<file path="src/design/bsf_pkg.sv">
// Package for the beacon SSID filter: payload structs, status codes, constants.
// No dependencies.
`timescale 1ns / 1ps
package bsf_pkg;

   localparam int TABLE_DEPTH    = 32;
   localparam int MAX_SSID_BYTES = 32;
   localparam int IDX_W          = $clog2(TABLE_DEPTH);
   localparam int CNT_W          = $clog2(TABLE_DEPTH + 1);

   localparam logic [2:0] ST_IGNORED   = 3'd0;
   localparam logic [2:0] ST_NO_MATCH  = 3'd1;
   localparam logic [2:0] ST_KNOWN     = 3'd2;
   localparam logic [2:0] ST_ADDED     = 3'd3;
   localparam logic [2:0] ST_MALFORMED = 3'd4;
   localparam logic [2:0] ST_FULL      = 3'd5;

   localparam logic [2:0] CSR_SSID_LEN = 3'd0;
   localparam logic [2:0] CSR_SSID_B0  = 3'd1;
   localparam logic [2:0] CSR_SSID_B3  = 3'd4;

   typedef struct packed {
      logic [7:0] frame_byte;
      logic       last_byte;
   } req_type;

   typedef struct packed {
      logic [2:0]  status;
      logic [47:0] bss_address;
      logic [4:0]  entry_index;
      logic [5:0]  entry_count;
   } rsp_type;

   // Search token handed from cell to cell down the table chain
   typedef struct packed {
      logic             valid;
      logic             found;
      logic [IDX_W-1:0] index;
      logic [47:0]      addr;
      logic [2:0]       status;
   } probe_type;

endpackage

</file>
<file path="src/design/bsf_cell.sv">
// One table slot of the BSS chain: holds an address, compares the passing probe.
// Depends on bsf_pkg.
`timescale 1ns / 1ps
module bsf_cell
   import bsf_pkg::*;
(
   input  logic             clock,
   input  logic             reset,
   input  logic [IDX_W-1:0] slot,
   input  logic [CNT_W-1:0] count,
   input  logic             write,
   input  logic [47:0]      wdata,
   input  probe_type        probe_i,
   output probe_type        probe_o
);
   logic [47:0] addr_ff;
   logic        hit;
   probe_type   probe_ff, probe_in;

   // slot stores the address when the tail adds it
   always_ff @(posedge clock) begin
      if (write) addr_ff <= wdata;
   end

   assign hit = probe_i.valid && !probe_i.found &&
                ({1'b0, slot} < count) && (addr_ff == probe_i.addr);

   always_comb begin
      probe_in = probe_i;
      if (hit) begin
         probe_in.found = 1'b1;
         probe_in.index = slot;
      end
   end

   always_ff @(posedge clock) begin
      if (reset) probe_ff.valid <= 1'b0;
      else probe_ff.valid <= probe_in.valid;
      probe_ff.found  <= probe_in.found;
      probe_ff.index  <= probe_in.index;
      probe_ff.addr   <= probe_in.addr;
      probe_ff.status <= probe_in.status;
   end
   assign probe_o = probe_ff;
endmodule

</file>
<file path="src/design/bsf_parser.sv">
// Per-byte frame parser: header capture, FCS delay line, element walk, SSID compare.
// Depends on bsf_pkg.
`timescale 1ns / 1ps
module bsf_parser
   import bsf_pkg::*;
(
   input  logic        clock,
   input  logic        reset,
   input  logic        accept,
   input  req_type     req,
   input  logic [5:0]  ssid_length,
   input  logic [255:0] ssid_bytes,
   output logic        frame_end,
   output logic [2:0]  pre_status,
   output logic [47:0] addr
);
   logic [11:0] pos_ff, pos_in;
   logic        beacon_ff, beacon_in;
   logic [47:0] sa_ff, sa_in;
   logic [7:0]  dl_ff [4];
   logic [1:0]  ph_ff, ph_in;
   logic        ssid_ff, ssid_in;
   logic [7:0]  left_ff, left_in;
   logic [5:0]  ci_ff, ci_in;
   logic        ok_ff, ok_in;
   logic        match_ff, match_in;
   logic [7:0]  b, eb, want;
   logic [7:0]  left_dec;

   assign b = req.frame_byte;
   assign eb = dl_ff[3];
   assign want = ssid_bytes[{ci_ff[4:0], 3'b000} +: 8];
   assign left_dec = (left_ff != 8'd0) ? left_ff - 8'd1 : 8'd0;

   // next-state for one accepted byte
   always_comb begin
      pos_in = (pos_ff != 12'hFFF) ? pos_ff + 12'd1 : pos_ff;
      beacon_in = (pos_ff == 12'd0) ? (b == 8'h80) : beacon_ff;
      sa_in = sa_ff;
      if (pos_ff >= 12'd10 && pos_ff <= 12'd15)
         sa_in[{pos_ff[2:0] - 3'd2, 3'b000} +: 8] = b;
      ph_in = ph_ff; ssid_in = ssid_ff; left_in = left_ff;
      ci_in = ci_ff; ok_in = ok_ff; match_in = match_ff;
      if (beacon_in && pos_ff >= 12'd40) begin
         case (ph_ff)
            2'd0: begin
               ssid_in = (eb == 8'd0);
               ph_in = 2'd1;
            end
            2'd1: begin
               left_in = eb;
               ci_in = 6'd0;
               ok_in = ({2'b00, ssid_length} == eb) && (ssid_length <= 6'(MAX_SSID_BYTES));
               if (eb == 8'd0) begin
                  ph_in = 2'd0;
                  if (ssid_ff && ok_in) match_in = 1'b1;
               end else ph_in = 2'd2;
            end
            default: begin
               if (ssid_ff && ok_ff) begin
                  if (ci_ff < ssid_length && eb != want) ok_in = 1'b0;
                  if (ci_ff < 6'd63) ci_in = ci_ff + 6'd1;
               end
               left_in = left_dec;
               if (left_dec == 8'd0) begin
                  ph_in = 2'd0;
                  if (ssid_ff && ok_in) match_in = 1'b1;
               end
            end
         endcase
      end
   end

   // frame-end classification, before the table lookup
   always_comb begin
      frame_end = accept && req.last_byte;
      addr = sa_in;
      if (pos_ff < 12'd23 || !beacon_in) begin
         pre_status = ST_IGNORED;
         addr = 48'd0;
      end else if (pos_ff < 12'd39 || ph_in != 2'd0) pre_status = ST_MALFORMED;
      else if (!match_in) pre_status = ST_NO_MATCH;
      else pre_status = ST_KNOWN;   // table lookup decides known/added/full
   end

   always_ff @(posedge clock) begin
      if (reset || frame_end) begin
         pos_ff <= '0; beacon_ff <= 1'b0; sa_ff <= '0; ph_ff <= '0;
         ssid_ff <= 1'b0; left_ff <= '0; ci_ff <= '0; ok_ff <= 1'b0;
         match_ff <= 1'b0;
         for (int i = 0; i < 4; i++) dl_ff[i] <= 8'd0;
      end else if (accept) begin
         pos_ff <= pos_in; beacon_ff <= beacon_in; sa_ff <= sa_in; ph_ff <= ph_in;
         ssid_ff <= ssid_in; left_ff <= left_in; ci_ff <= ci_in; ok_ff <= ok_in;
         match_ff <= match_in;
         dl_ff[0] <= b;
         for (int i = 1; i < 4; i++) dl_ff[i] <= dl_ff[i-1];
      end
   end
endmodule

</file>
<file path="src/design/beacon_ssid_filter_bss_table_core.sv">
// Top level of the beacon SSID filter with a chained BSS address table.
// Bytes other than the last are taken at one per cycle with no result while
// no probe or result is pending. A frame end sends a probe down TABLE_DEPTH
// table cells, one per cycle; its result is registered from the chain tail, and
// no byte is taken while a probe or an untaken result is pending. Synchronous reset
// empties the table (count zero) and clears all frame and config state.
`timescale 1ns / 1ps
module beacon_ssid_filter_bss_table_core
   import bsf_pkg::*;
(
   input  logic         clock,
   input  logic         reset,
   input  logic         req_valid,
   output logic         req_stall,
   input  req_type      req_data,
   output logic         rsp_valid,
   input  logic         rsp_stall,
   output rsp_type      rsp_data,
   input  logic         csr_write,
   input  logic [2:0]   csr_index,
   input  logic [63:0]  csr_data
);
   logic [5:0]   len_ff;
   logic [255:0] ssid_ff;
   logic         busy_ff, busy_in;
   logic         accept, frame_end;
   logic [2:0]   pre_status;
   logic [47:0]  addr;
   logic [CNT_W-1:0] count_ff;
   probe_type    chain [TABLE_DEPTH+1];
   probe_type    tail;
   logic         add;
   rsp_type      rsp_ff;
   logic         rsp_valid_ff;

   // configuration registers
   always_ff @(posedge clock) begin
      if (reset) begin
         len_ff <= '0; ssid_ff <= '0;
      end else if (csr_write) begin
         if (csr_index == CSR_SSID_LEN) len_ff <= csr_data[5:0];
         else if (csr_index >= CSR_SSID_B0 && csr_index <= CSR_SSID_B3)
            ssid_ff[{csr_index[1:0] - 2'd1, 6'd0} +: 64] <= csr_data;
      end
   end

   assign req_stall = busy_ff || rsp_valid_ff;
   assign accept = req_valid && !req_stall;

   bsf_parser u_parser (
      .clock, .reset, .accept, .req(req_data),
      .ssid_length(len_ff), .ssid_bytes(ssid_ff),
      .frame_end, .pre_status, .addr
   );

   // probe enters the chain at every frame end
   always_comb begin
      chain[0].valid  = frame_end;
      chain[0].found  = 1'b0;
      chain[0].index  = '0;
      chain[0].addr   = addr;
      chain[0].status = pre_status;
   end

   for (genvar g = 0; g < TABLE_DEPTH; g++) begin : g_cell
      bsf_cell u_cell (
         .clock, .reset,
         .slot(IDX_W'(g)), .count(count_ff),
         .write(add && (count_ff == CNT_W'(g))),
         .wdata(tail.addr),
         .probe_i(g == 0 ? chain[0] : chain[g]),
         .probe_o(chain[g+1])
      );
   end

   assign tail = chain[TABLE_DEPTH];
   assign add = tail.valid && tail.status == ST_KNOWN && !tail.found &&
                count_ff < CNT_W'(TABLE_DEPTH);

   // a new address is written into the next free cell from the chain tail
   assign busy_in = frame_end ? 1'b1 : (tail.valid ? 1'b0 : busy_ff);

   always_ff @(posedge clock) begin
      if (reset) begin
         busy_ff <= 1'b0; count_ff <= '0; rsp_valid_ff <= 1'b0;
      end else begin
         busy_ff <= busy_in;
         if (add) count_ff <= count_ff + CNT_W'(1);
         if (tail.valid) rsp_valid_ff <= 1'b1;
         else if (!rsp_stall) rsp_valid_ff <= 1'b0;
      end
   end

   // result register
   always_ff @(posedge clock) begin
      if (tail.valid) begin
         rsp_ff.bss_address <= tail.addr;
         rsp_ff.entry_index <= 5'd0;
         rsp_ff.entry_count <= 6'(count_ff) + (add ? 6'd1 : 6'd0);
         if (tail.status != ST_KNOWN) rsp_ff.status <= tail.status;
         else if (tail.found) begin
            rsp_ff.status <= ST_KNOWN;
            rsp_ff.entry_index <= 5'(tail.index);
         end else if (add) begin
            rsp_ff.status <= ST_ADDED;
            rsp_ff.entry_index <= 5'(count_ff);
         end else rsp_ff.status <= ST_FULL;
      end
   end

   assign rsp_valid = rsp_valid_ff;
   assign rsp_data = rsp_ff;
endmodule

</file>
<file path="config.mk">
export PLATFORM = sky130hd
export DESIGN_NAME = beacon_ssid_filter_bss_table_core
export DESIGN_NICKNAME = d
export VERILOG_FILES = /design/src/design/bsf_pkg.sv /design/src/design/bsf_cell.sv /design/src/design/bsf_parser.sv /design/src/design/beacon_ssid_filter_bss_table_core.sv
export SDC_FILE = /design/constraint.sdc
export NUM_CORES = 2
export LEC_CHECK = 0
export BUFFER_PORTS_ARGS = -buffer_cell sky130_fd_sc_hd__buf_2
export CORE_ASPECT_RATIO = 1.25
export CORE_MARGIN = 2
export CORE_UTILIZATION = 34
export CTS_BUF_LIST = sky130_fd_sc_hd__clkbuf_2 sky130_fd_sc_hd__clkbuf_4 sky130_fd_sc_hd__clkbuf_8
export CTS_CLUSTER_DIAMETER = 150
export DETAILED_ROUTE_END_ITERATION = 10
export PLACE_DENSITY_LB_ADDON = 0.1
export SYNTH_ARGS = -nofsm -noshare
export SYNTH_HDL_FRONTEND = slang
export SYNTH_SLANG_ARGS = --single-unit
</file>
<file path="constraint.sdc">
create_clock -name clock -period 23 [get_ports clock]
set_input_delay 4.6 -clock clock [delete_from_list [all_inputs] [get_ports clock]]
set_output_delay 4.6 -clock clock [all_outputs]
set_load 0.005 [all_outputs]
</file>
==> results.cfg <==
[pwr]
p_switching_mw = 2.83
vdd.ir_drop.worst_mv = 0.0564
combinationalPowerShare_pct = 0.7
swShare_pct = 21.3
power_leakage_nw = 55.6
power_frac_seq_pct = 52.7
internal_power_mw = 10.5
relative_contribution_of_the_clock_network_to_total_power_pct = 46.6
cellPowerDensity_nw_per_um2 = 93.6

[timing]
timing_worst_slew_pin_value_ns = 1.26
final-max-slew-violation-count = 0
rsz0062_at_grt = no
setup_tns_ns = 0
timing.final.hold_violations = 0
timing.slew.headroom_pct = 15.1
fmaxAchievable_ghz = 0.149
timing.final.crit_period_ns = 6.72
final.setup_skew_ns = 0.0629
final.period_utilization_pct = 29.2
final_number_of_setup_violating_endpoints = 0
whs_ns = 0.322

[clock_network]
clockRootBuffer = sky130_fd_sc_hd__clkbuf_8
cts_resized = 0
worst_skew_pair_later_pin_latency_ns = 1.19
cts.reportedPaths.clkPinSlew_ns = 0.06
holdBufCountCts = 0
cts_buffer_count = 617
cts_tree = done
cts-root-to-sink-buffers = 4
htreeDepth = 6
cts_setup_buffers = 0
clock_sink_count = 3805

[worst_setup_path]
criticalPathCategory = input port to register
timing.critical_path.slowest_cell_delay_ns = 0.58
crit_path_end_kind = register
path_max_fanout = 9
critical-path-top-cell-by-count = sky130_fd_sc_hd__nand4_1
worst-r2r-cell-count = 12
crit_path_cell_trace = buf_2, nand4b_1, or4_1, a21oi_1, xnor2_1, nand4_1, nor3_1, nand4_1, nor4_1
register_to_register_path_setup_slack_ns = 18.11
cp_arrival_ns = 7.68
setup.worst_path.start_class = input port
cp.required_ns = 23.97
critPathSlowestCell = sky130_fd_sc_hd__a21oi_1

[floorplan]
initial_core_util_pct = 34.1
io_pins = 145
die-height_um = 672
core_um2 = 356000
die_x_um = 539
design.die.area_um2 = 362000
standard_cell_row_count = 245

[routing]
antenna_left = 1
num_vias = 67491
drt-vias-per-instance = 4.81
routed_wl_um = 412000
route.detailed.drc = 0
drtPass1Iterations = 6
wl_per_cell_um = 29.4
first_iter_violations = 5653

[cells_and_area]
utilization_pct = 39.9
nFillCells = 33068
syn2layout_area_growth_pct = 16.8
drive_gt1_share_pct = 17.5
final_cell_count_no_fill = 14025
final_nets = 8877

[synth]
dominant_combinational_cell_family_by_area_after_synthesis = XOR/XNOR gates
ys_top_cells_by_count = 2175 x sky130_fd_sc_hd__dfxtp_1, 1630 x sky130_fd_sc_hd__edfxtp_1, 765 x sky130_fd_sc_hd__xor2_1, 617 x sky130_fd_sc_hd__xnor2_1, 372 x sky130_fd_sc_hd__nand2_1
post_synth_simple_gate_area_pct = 7.31
syn_avg_cell_area_um2 = 15.1
synth.yosys.seq_area_share_pct = 76.1
asyncSetResetFlopFracSynth_pct = 0
synth_area_leaders = sky130_fd_sc_hd__edfxtp_1 40%, sky130_fd_sc_hd__dfxtp_1 36%, sky130_fd_sc_hd__xor2_1 5.5%
synth_mux_area_share_pct = 1.42
synth_cell_types = 80
syn_inst = 8069
yosysTopAreaCellShare_pct = 40.3
netlist_area_um2 = 121000
ys_seq_elements = 3805
synth_enable_flop_cells = 1630
postSynth.topFlopCell = sky130_fd_sc_hd__dfxtp_1
synth_largest_area_cell = sky130_fd_sc_hd__edfxtp_1
synth_compound_area_share_pct = 3.49
most_common_cell_in_the_netlist = sky130_fd_sc_hd__dfxtp_1
synth_adder_area_share_pct = 0.278
synth-warning-count = 0
postSynthNetCount = 8177
yosys.area_share.xor_xnor_pct = 9.96

[place]
numPlacedInstances = 12843
dpl.hpwl_um = 278000
port-buffer-count = 144
gp_routability_congestion = 0.832

[global_routing]
antenna_found_initial = 92
gr-total-overflow = 0
grt_start_max_net_pins = 82
grtUsageTotal_pct = 22.3
grt_pass1_wl_um = 562000
grt_pass1_vias = 69447

[worst_hold_path]
hold_class = register to register
hold_depth = 0

[run_status]
failed_checks = antenna rules
run_status = finished with violations

[flow_run]
reported_max_cap_violation_count = 0
[layout by cell type, fill, tap and decap left out, types with 128 or more instances in the layout]
cell type	netlist	routed
sky130_fd_sc_hd__dfxtp_1	2175	2123
sky130_fd_sc_hd__inv_1	238	238
sky130_fd_sc_hd__edfxtp_1	1630	1630
sky130_fd_sc_hd__buf_4	6	128
sky130_fd_sc_hd__clkbuf_4	0	249
sky130_fd_sc_hd__a21oi_1	303	302
sky130_fd_sc_hd__nand4_1	210	210
sky130_fd_sc_hd__xnor2_1	617	617
sky130_fd_sc_hd__clkbuf_8	0	745
sky130_fd_sc_hd__xor2_1	765	765
sky130_fd_sc_hd__buf_2	15	143
sky130_fd_sc_hd__nand2_1	372	368
sky130_fd_sc_hd__nor4_1	243	240
sky130_fd_sc_hd__nand3_1	294	294
[state kept, by name, indices dropped and copies added (netlist names), 2 cells and up]
register,count
g_cell.u_cell.probe_o,1825
g_cell.u_cell.addr_ff,1536
ssid_ff,256
rsp_data,62
u_parser.sa_ff,48
u_parser.dl_ff,32
u_parser.pos_ff,12
u_parser.left_ff,8
count_ff,6
len_ff,6
u_parser.ci_ff,6
u_parser.ph_ff,2
[logic make-up after synthesis]
logic type	Yosys count
AND/OR/NAND/NOR	1668
flip-flops	3805
multiplexers	100
adder cells (fa/ha/maj)	27
buffers and inverters	433
AO/OA/AOI/OAI	654
XOR/XNOR	1382
[final timing paths]
kind | from | end
max | req_data[6] | g_cell[0].u_cell.probe_o[56]$_DFF_P_
min | g_cell[4].u_cell.probe_o[1]$_DFF_P_ | g_cell[5].u_cell.probe_o[1]$_DFF_P_
max reg2reg | u_parser.pos_ff[0]$_SDFFE_PP0P_ | g_cell[0].u_cell.probe_o[56]$_DFF_P_
min reg2reg | g_cell[4].u_cell.probe_o[1]$_DFF_P_ | g_cell[5].u_cell.probe_o[1]$_DFF_P_
[routing by layer]
metal	up-vias	share of wire [%]	track usage, %
li1	30275	-	-
met1	34352	40	27.1
met2	2172	52	40.3
met3	670	4.7	3.13
met4	22	3.4	7.46
met5	-	0.035	0
[metrics by stage]
| step | instance area (um2) | power [mW] | worst slack (ns) |
|---|---|---|---|
| after global routing | 142000 | 13.7 | 16.23 |
| after global placement | 129000 | 7.23 | 14.78 |
| after detailed placement | 129000 | 7.23 | 14.79 |
| after CTS | 142000 | 13.4 | 16.09 |
| after floorplan | 121000 | 7.19 | 15.68 |
| final | 142000 | 13.3 | 16.28 |
[power by group through the flow]
stage	logic (mW)	clock network, mW	registers [mW]
after floorplan	0.0477	0	7.14
final	0.0908	6.20	7.00
after CTS	0.0911	6.33	7.00
after global placement	0.0900	0	7.14
after detailed placement	0.0909	0	7.14
after global routing	0.0970	6.62	6.99
[area by class of cell]
cell class,count,area [um2],area share [%]
Sequential cell,3805,92600,65.2
Antenna cell,37,92.6,0.0652
Clock inverter,151,1130,0.795
Inverter,242,908,0.640
Clock buffer,994,12100,8.54
Multi-Input combinational cell,3831,27500,19.4
Timing Repair Buffer,272,1690,1.19
Tap cell,4693,5870,4.14
[worst max-delay path, delay by kind of cell]
kind                      cells  cell delay [ns]
and+or+nand+nor               6             1.95
AOI/OAI and AO/OA             1             0.58
buffers and inverters         1             0.25
xor gates and xnor gates      1             0.28
(Power assumes the default switching activity.)
